[src/hw/rtl/bfd_pkg.sv]
// Shared types and constants for the best-fit disk request check
`timescale 1ns / 1ps
package bfd_pkg;
  localparam int LOCATIONS_DEF = 16;
  localparam int REQUESTS_DEF = 32;
  localparam int MEDIA_DEF = 8;
  localparam int MW = $clog2(MEDIA_DEF);
  localparam int AW = 62;
  localparam int FW = 64;

  localparam logic [1:0] OP_LOC = 2'd0;
  localparam logic [1:0] OP_REQ = 2'd1;
  localparam logic [1:0] OP_EMPTY = 2'd2;
  localparam logic [1:0] OP_EVAL = 2'd3;

  typedef struct packed {
    logic [1:0] op;
    logic [MW-1:0] medium_req;
    logic use_default_medium;
    logic [AW-1:0] amount;
    logic [AW-1:0] usage;
  } bfd_in_t;

  typedef struct packed {
    logic feasible;
    logic overflow;
  } bfd_out_t;

  // controller to datapath
  typedef struct packed {
    logic load;       // take an input item
    logic clr;        // clear all stored state
    logic def_start;  // begin default-medium scan
    logic def_step;
    logic pick_start; // begin largest-request scan
    logic pick_step;
    logic fit_start;  // begin best-location scan
    logic fit_step;
    logic apply;      // subtract from best location
  } bfd_cmd_t;

  // datapath to controller
  typedef struct packed {
    logic overflowed;
    logic empty_seen;
    logic def_found;
    logic scan_last;   // current scan index is last
    logic fit_found;
    logic reqs_left;   // unserved requests remain
  } bfd_sts_t;
endpackage

[src/hw/rtl/bfd_datapath.sv]
// Datapath: location and request stores, scan registers and free-space update
`timescale 1ns / 1ps
module bfd_datapath import bfd_pkg::*; #(
  parameter int LOCATIONS = LOCATIONS_DEF,
  parameter int REQUESTS = REQUESTS_DEF
) (
  input  logic clk,
  input  logic rst,
  input  logic [MW-1:0] default_medium,
  input  bfd_in_t in_beat,
  input  bfd_cmd_t cmd,
  output bfd_sts_t sts
);
  localparam int LI = (LOCATIONS > 1) ? $clog2(LOCATIONS) : 1;
  localparam int RI = (REQUESTS > 1) ? $clog2(REQUESTS) : 1;
  localparam int LC = $clog2(LOCATIONS + 1);
  localparam int RC = $clog2(REQUESTS + 1);
  localparam int SW = (LC > RC) ? LC : RC;

  logic [MW-1:0] loc_med [LOCATIONS];
  logic [FW-1:0] loc_free [LOCATIONS];
  logic [MW-1:0] req_med [REQUESTS];
  logic [AW-1:0] req_size [REQUESTS];
  logic [REQUESTS-1:0] served;
  logic [LC-1:0] loc_count;
  logic [RC-1:0] req_count;
  logic empty_seen, overflowed;

  logic [SW-1:0] idx;
  logic def_found;
  logic have;
  logic [RI-1:0] pick;
  logic [AW-1:0] pick_size;
  logic [MW-1:0] pick_med;
  logic fit;
  logic [LI-1:0] best;
  logic [FW-1:0] best_free;
  logic [MW-1:0] rd_lmed;
  logic [FW-1:0] rd_lfree;
  logic [AW-1:0] rd_rsize;
  logic served_i;
  logic [FW-1:0] need;

  assign rd_lmed = loc_med[idx[LI-1:0]];
  assign rd_lfree = loc_free[idx[LI-1:0]];
  assign rd_rsize = req_size[idx[RI-1:0]];
  assign served_i = served[idx[RI-1:0]];
  assign need = {2'b00, pick_size};

  always_ff @(posedge clk) begin
    if (cmd.load && in_beat.op == OP_LOC && loc_count < LC'(LOCATIONS)) begin
      loc_med[loc_count[LI-1:0]] <= in_beat.medium_req;
      loc_free[loc_count[LI-1:0]] <= {2'b00, in_beat.amount} - {2'b00, in_beat.usage};
    end else if (cmd.apply) begin
      loc_free[best] <= best_free - need;
    end
    if (cmd.load && in_beat.op == OP_REQ && req_count < RC'(REQUESTS)) begin
      req_med[req_count[RI-1:0]] <=
        in_beat.use_default_medium ? default_medium : in_beat.medium_req;
      req_size[req_count[RI-1:0]] <= in_beat.amount;
    end
  end

  always_ff @(posedge clk) begin
    if (rst || cmd.clr) begin
      loc_count <= '0;
      req_count <= '0;
      empty_seen <= 1'b0;
      overflowed <= 1'b0;
      served <= '0;
    end else begin
      if (cmd.load) begin
        case (in_beat.op)
          OP_LOC: begin
            if (loc_count < LC'(LOCATIONS)) loc_count <= loc_count + 1'b1;
            else overflowed <= 1'b1;
          end
          OP_REQ: begin
            if (req_count < RC'(REQUESTS)) req_count <= req_count + 1'b1;
            else overflowed <= 1'b1;
          end
          OP_EMPTY: empty_seen <= 1'b1;
          default: ;
        endcase
      end
      if (cmd.fit_start) served[pick] <= 1'b1;
    end
  end

  // scan registers
  always_ff @(posedge clk) begin
    if (cmd.def_start || cmd.pick_start || cmd.fit_start) begin
      idx <= '0;
      def_found <= 1'b0;
      have <= 1'b0;
      fit <= 1'b0;
      if (cmd.fit_start) pick_med <= req_med[pick];
    end else begin
      if (cmd.def_step || cmd.pick_step || cmd.fit_step) idx <= idx + 1'b1;
      if (cmd.def_step && SW'(idx) < SW'(loc_count) && rd_lmed == default_medium)
        def_found <= 1'b1;
      if (cmd.pick_step && SW'(idx) < SW'(req_count) && !served_i &&
          (!have || rd_rsize > pick_size)) begin
        have <= 1'b1;
        pick <= idx[RI-1:0];
        pick_size <= rd_rsize;
      end
      if (cmd.fit_step && SW'(idx) < SW'(loc_count) && rd_lmed == pick_med &&
          $signed(rd_lfree) >= $signed(need) &&
          (!fit || !($signed(rd_lfree) >= $signed(best_free)))) begin
        fit <= 1'b1;
        best <= idx[LI-1:0];
        best_free <= rd_lfree;
      end
    end
  end

  always_comb begin
    sts.overflowed = overflowed;
    sts.empty_seen = empty_seen;
    sts.def_found = def_found;
    sts.fit_found = fit;
    sts.reqs_left = (served != {REQUESTS{1'b1}}) &&
                    ($countones(served) < req_count);
    if (cmd.pick_step) sts.scan_last = (idx == SW'(REQUESTS - 1));
    else sts.scan_last = (idx == SW'(LOCATIONS - 1));
  end
endmodule

[src/hw/rtl/bfd_ctrl.sv]
// Controller: sequences load, scans and result for the check
`timescale 1ns / 1ps
module bfd_ctrl import bfd_pkg::*; (
  input  logic clk,
  input  logic rst,
  input  logic start,
  input  logic [1:0] op,
  input  bfd_sts_t sts,
  output bfd_cmd_t cmd,
  output logic busy,
  output logic done,
  output bfd_out_t result
);
  localparam logic [3:0] S_IDLE = 4'd0;
  localparam logic [3:0] S_DEF = 4'd1;
  localparam logic [3:0] S_DEFCHK = 4'd2;
  localparam logic [3:0] S_NEXT = 4'd3;
  localparam logic [3:0] S_PICK = 4'd4;
  localparam logic [3:0] S_FIT = 4'd5;
  localparam logic [3:0] S_APPLY = 4'd6;
  localparam logic [3:0] S_DONE = 4'd7;
  localparam logic [3:0] S_FITGO = 4'd8;

  logic [3:0] state, state_next;
  logic ok, ok_next;
  logic res_ovf, res_ovf_next;

  assign busy = (state != S_IDLE);

  always_ff @(posedge clk) begin
    if (rst) begin
      state <= S_IDLE;
      ok <= 1'b0;
      res_ovf <= 1'b0;
      done <= 1'b0;
    end else begin
      state <= state_next;
      ok <= ok_next;
      res_ovf <= res_ovf_next;
      done <= (state == S_DONE);
    end
  end
  always_ff @(posedge clk) begin
    if (state == S_DONE) result <= '{feasible: ok && !res_ovf, overflow: res_ovf};
  end

  always_comb begin
    state_next = state;
    ok_next = ok;
    res_ovf_next = res_ovf;
    cmd = '0;
    case (state)
      S_IDLE: begin
        if (start) begin
          cmd.load = 1'b1;
          if (op == OP_EVAL) begin
            res_ovf_next = sts.overflowed;
            ok_next = 1'b1;
            if (sts.overflowed) state_next = S_DONE;
            else begin
              cmd.def_start = 1'b1;
              state_next = sts.empty_seen ? S_DEF : S_NEXT;
            end
          end
        end
      end
      S_DEF: begin
        cmd.def_step = 1'b1;
        if (sts.scan_last) state_next = S_DEFCHK;
      end
      S_DEFCHK: begin
        if (!sts.def_found) begin
          ok_next = 1'b0;
          state_next = S_DONE;
        end else state_next = S_NEXT;
      end
      S_NEXT: begin
        if (sts.reqs_left) begin
          cmd.pick_start = 1'b1;
          state_next = S_PICK;
        end else state_next = S_DONE;
      end
      S_PICK: begin
        cmd.pick_step = 1'b1;
        if (sts.scan_last) begin
          state_next = S_FITGO;
        end
      end
      S_FITGO: begin
        cmd.fit_start = 1'b1;
        state_next = S_FIT;
      end
      S_FIT: begin
        cmd.fit_step = 1'b1;
        if (sts.scan_last) state_next = S_APPLY;
      end
      S_APPLY: begin
        if (!sts.fit_found) begin
          ok_next = 1'b0;
          state_next = S_DONE;
        end else begin
          cmd.apply = 1'b1;
          state_next = S_NEXT;
        end
      end
      S_DONE: begin
        cmd.clr = 1'b1;
        state_next = S_IDLE;
      end
      default: state_next = S_IDLE;
    endcase
  end
endmodule

[src/hw/rtl/best_fit_disk_request_check_unit.sv]
// Top level of the best-fit disk request check
`timescale 1ns / 1ps
// Load beats (add location, add request, mark empty) may follow back to back.
// An evaluate beat holds busy while the controller walks the stores with
// one shared scan index: unless a store overflowed, a default-medium scan over
// the locations when an empty request was marked, then per request a scan for the
// largest unserved request and a scan for the best-fitting location, then the result. The result
// appears for one cycle with done high; the receiver cannot stall it. All
// stores clear after evaluate.
module best_fit_disk_request_check_unit import bfd_pkg::*; #(
  parameter int LOCATIONS = LOCATIONS_DEF,
  parameter int REQUESTS = REQUESTS_DEF
) (
  input  logic clk,
  input  logic rst,
  input  logic start,
  output logic busy,
  input  bfd_in_t in_item,
  output logic done,
  output bfd_out_t result,
  input  logic cfg_we,
  input  logic [MW-1:0] cfg_wdata
);
  logic [MW-1:0] default_medium;
  bfd_cmd_t cmd;
  bfd_sts_t sts;

  always_ff @(posedge clk) begin
    if (rst) default_medium <= '0;
    else if (cfg_we) default_medium <= cfg_wdata;
  end

  bfd_ctrl u_ctrl (
    .clk(clk), .rst(rst), .start(start), .op(in_item.op), .sts(sts),
    .cmd(cmd), .busy(busy), .done(done), .result(result)
  );

  bfd_datapath #(.LOCATIONS(LOCATIONS), .REQUESTS(REQUESTS)) u_dp (
    .clk(clk), .rst(rst), .default_medium(default_medium), .in_beat(in_item),
    .cmd(cmd), .sts(sts)
  );
endmodule

[config.mk]
export PLATFORM = sky130hd
export DESIGN_NAME = best_fit_disk_request_check_unit
export DESIGN_NICKNAME = d
export VERILOG_FILES = /design/src/hw/rtl/bfd_pkg.sv /design/src/hw/rtl/bfd_datapath.sv /design/src/hw/rtl/bfd_ctrl.sv /design/src/hw/rtl/best_fit_disk_request_check_unit.sv
export SDC_FILE = /design/constraint.sdc
export NUM_CORES = 2
export LEC_CHECK = 0
export BUFFER_PORTS_ARGS = -buffer_cell sky130_fd_sc_hd__buf_2
export CAP_MARGIN = 20
export CELL_PAD_IN_SITES_DETAIL_PLACEMENT = 0
export CELL_PAD_IN_SITES_GLOBAL_PLACEMENT = 1
export CORE_ASPECT_RATIO = 1.4
export CORE_MARGIN = 3
export CORE_UTILIZATION = 25
export DETAILED_ROUTE_END_ITERATION = 6
export PLACE_DENSITY_LB_ADDON = 0.05
export SLEW_MARGIN = 15
export SYNTH_ARGS = -nofsm -noshare
export SYNTH_HDL_FRONTEND = slang
export SYNTH_SLANG_ARGS = --single-unit
[constraint.sdc]
create_clock -name clk -period 25.9 [get_ports clk]
set_clock_uncertainty 0.2 [all_clocks]
set_input_delay 5.18 -clock clk [delete_from_list [all_inputs] [get_ports clk]]
set_output_delay 5.18 -clock clk [all_outputs]
set_load 0.1 [all_outputs]
==> summary.txt <==
Setup path
  – CP max FO: 33
  – CP max-delay cell: o21ai_0
  – Setup crit end kind: register
  – CP required: 26.25 ns
  – Crit-path cells: buf_2 -> inv_1 -> ha_1 -> fa_1 -> nand2b_1 -> a21oi_1 -> o31ai_1 -> a211oi_1 -> o21ai_0 -> nand3b_1 -> a41oi_1 -> o31a_1 -> o21ai_0 -> o21ai_1
  – Setup CP Type: input pin to register
  – Crit-path max cell delay: 0.66 ns
  – Most common cell on crit path: o21ai_0
  – Crit path launch type: input pin
  – Critical Path AT: 10.40 ns

Logic synthesis
  – Top cell type's share of synthesized area: 70.45%
  – Post-synth EDFFs: 3292
  – Net Count, Synth: 7552
  – XOR/XNOR Fraction of Synth Area: 0.8426%
  – Ys flop type: edfxtp_1
  – Top post-synthesis cells by count: edfxtp_1, mux4_2, ha_1
  – Ys async rst share: 0%
  – Synth Area in Compound Gates: 3.439%
  – Count leader, synth: edfxtp_1
  – Synthesized flop and latch total: 3361
  – Synthesized cell area: 0.1403 mm2
  – Yosys top cell by area: edfxtp_1
  – Post-synthesis adder-cell area fraction: 3.609%
  – Synth area leaders: edfxtp_1, mux4_2, ha_1
  – Post-Syn Instances: 7027
  – Largest family of logic cells by synthesized area: multiplexers
  – Register area share after synthesis: 71.43%
  – Post-Synth Simple-Gate Area: 2.439%
  – Mux contribution to synthesized area: 16.53%
  – Netlist cell types: 93
  – Synth Warn #: 0
  – Avg Cell Area, Syn: 19.97 um2

Layout
  – Fin cells: 15160
  – Fillcell total: 55040
  – Area occupied by multi-input gates: 0.03822 mm2
  – Syn-to-layout area delta: 16.54%
  – Register area: 0.1003 mm2
  – Utilization after layout: 29.23%
  – Layout cells sized above 1: 26.32%
  – Nets@finish: 8002

Power and ir drop
  – Leakage: 52.01 nW
  – Final total power: 15.14 mW
  – Power per standard cell area: 92.56 mW/mm2
  – VDD IR max: 0.00007760 V

Die
  – Die area: 0.5705 mm2
  – Die X-Extent: 639.2 um
  – Starting Density: 25.08%
  – I/O pin total: 141
  – Die Y-Extent: 892.5 um
  – Row count: 325
  – Core box area: 0.5595 mm2

Global routing
  – Global-route wire length before repair: 677.5 mm
  – Grt total ovfl: 0
  – Vias in the first global route: 77040
  – Antenna violations before repair: 77
  – Pin count of the biggest net entering global routing: 101
  – Tot GR Track Use: 17.28%

Timing
  – Transition time of the tightest slew-check pin: 1.125 ns
  – Tcrit/Tclk final: 38.78%
  – Final hold vios: 0
  – TNS Setup: 0 ns
  – Hold WS: 0.2518 ns
  – RSZ-0062 raised after global routing: no
  – Slew margin rel.: 23.98%
  – Fin crit period: 10.04 ns
  – Max Fclk: 99.57 MHz
  – Setup violations, final: 0
  – Max-slew violation count: 0

Route
  – Met2 wire len: 266.5 mm
  – DRT Wirelength: 498.9 mm
  – Met1 Wirelength: 206.4 mm
  – Residual DRC count: 0
  – First-pass detailed-route iteration total: 7
  – Wire per inst: 32.90 um
  – First DRT Iteration DRCs: 5257
  – Vias/cell: 4.703
  – Final ANT Viol Nets: 0
  – Max layer used: met5
  – Via count: 71310
  – Wire length on met3: 13.67 mm

Clocking
  – Skew-Pair Late Insertion Delay: 1.02 ns
  – Post-CTS resize count: 0
  – Num CTS Buffers: 368
  – H-tree depth: 5
  – CTS sink cnt: 3361
  – CTS Root Cell: clkbuf_16
  – Hold_buf cts: 0
  – Worst-path clk slew: 0.06 ns
  – Worst-case clock buffer depth: 4
  – CTS tree: yes
  – Post-CTS Setup Bufs: 0

Placed design
  – GP Congestion: 0.7613
  – Port Buffers: 140
  – Placed cells: 14460
  – DP HPWL: 304.3 mm

Worst hold path
  – Hold WC Path Type: register to register

Status
  – Outcome: finished, final reports clean

Run
  – Max Cap Violations: 0
[worst max-delay path: cells and delay by family]
kind,cells,cell delay (ns)
buffers and inverters,2,0.55
adder cells (fa/ha/maj),2,0.65
AND/OR/NAND/NOR,2,0.64
AO/OA/AOI/OAI,8,3.33
[cell families after synthesis]
logic type      after synthesis
flops                      3361
mux                        1079
compound gates              740
simple gates                719
buf+inv                     605
fa+ha+maj                   388
xor+xnor                    135
[power by group]
group	switching, mW	internal, mW
Clock	2.28	2.94
Combinational	2.11	1.61
Sequential	0.0532	6.15
Total	4.44	10.7
[placed cells by master, fill, tap and decap left out, types with 15 or more instances in the layout]
| master | netlist | layout |
|---|---|---|
| dfxtp_1 | 69 | 64 |
| diode_2 | 0 | 23 |
| xnor2_1 | 80 | 80 |
| bufinv_16 | 0 | 28 |
| ha_1 | 360 | 360 |
| buf_4 | 1 | 200 |
| and3_1 | 15 | 15 |
| mux2i_1 | 30 | 21 |
| nand2b_1 | 31 | 30 |
| clkbuf_16 | 0 | 373 |
| nor2b_1 | 36 | 36 |
| o21a_1 | 21 | 21 |
| o21bai_1 | 22 | 22 |
| a21oi_1 | 248 | 239 |
| o21ai_0 | 124 | 114 |
| inv_1 | 307 | 307 |
| clkbuf_1 | 177 | 77 |
| nand2_1 | 168 | 168 |
| nor2_4 | 0 | 49 |
| a21o_1 | 133 | 133 |
| nand4_1 | 69 | 69 |
| a211oi_1 | 25 | 25 |
| fa_1 | 28 | 28 |
| a31oi_1 | 22 | 22 |
| buf_2 | 86 | 140 |
| nand3_1 | 52 | 52 |
| nor2_1 | 241 | 191 |
| nor3_1 | 46 | 42 |
| clkinv_2 | 0 | 54 |
| mux4_2 | 984 | 984 |
| clkinv_1 | 0 | 99 |
| buf_12 | 0 | 29 |
| xor2_1 | 55 | 55 |
| mux2_2 | 65 | 65 |
| edfxtp_1 | 3292 | 3292 |
[through the flow]
step                cell area, um2  setup slack [ns]
global route                163500             15.31
floorplan                   140300             15.72
detailed placement          151600             14.72
global placement            151400             14.72
finish                      163500             15.86
CTS                         163300             15.73
[flip-flops by register name, summed over array words and instances, names as in the netlist, 2 cells and up, named ones only]
name / flops
u_dp.loc_free: 1024
u_dp.served: 32
u_dp.pick_size: 62
u_ctrl.result: 2
u_dp.req_med: 96
u_dp.idx: 6
u_dp.best: 4
u_dp.pick_med: 3
u_dp.pick: 5
default_medium: 3
u_dp.best_free: 64
u_dp.loc_count: 5
u_dp.loc_med: 48
u_ctrl.state: 4
u_dp.req_count: 6
u_dp.req_size: 1984
[path summary, 6_finish.rpt]
path	from	endpoint	slack (ns)	depth (start not counted)
setup / recovery	in_item[62]	u_dp.loc_free[3][62]$_DFFE_PP_	15.86	14
hold / removal	u_ctrl.res_ovf$_SDFFE_PP0P_	u_ctrl.result[0]$_DFFE_PP_	0.25	0
setup reg to reg	register	u_dp.pick_size[56]$_DFFE_PP_	16.14	21
hold reg to reg	u_ctrl.res_ovf$_SDFFE_PP0P_	u_ctrl.result[0]$_DFFE_PP_	0.25	0
[layer usage]
layer	vias to the layer above	GRT usage, %
met5	-	0
met1	39510	21.55
met2	1316	31.92
li1	29940	-
met3	532	1.685
met4	8	4.090
[layout make-up]
| cell class | instances | area share, % |
|---|---|---|
| inverters | 307 | 0.7047 |
| clock buffers | 451 | 5.893 |
| repair buffers | 378 | 1.777 |
| well taps | 7357 | 5.629 |
| multi-input cells | 3061 | 23.37 |
| diodes | 23 | 0.03520 |
| flip-flops and latches | 3361 | 61.31 |
| clock inverters | 223 | 1.285 |
No activity file was read; power rests on OpenSTA's default activity.
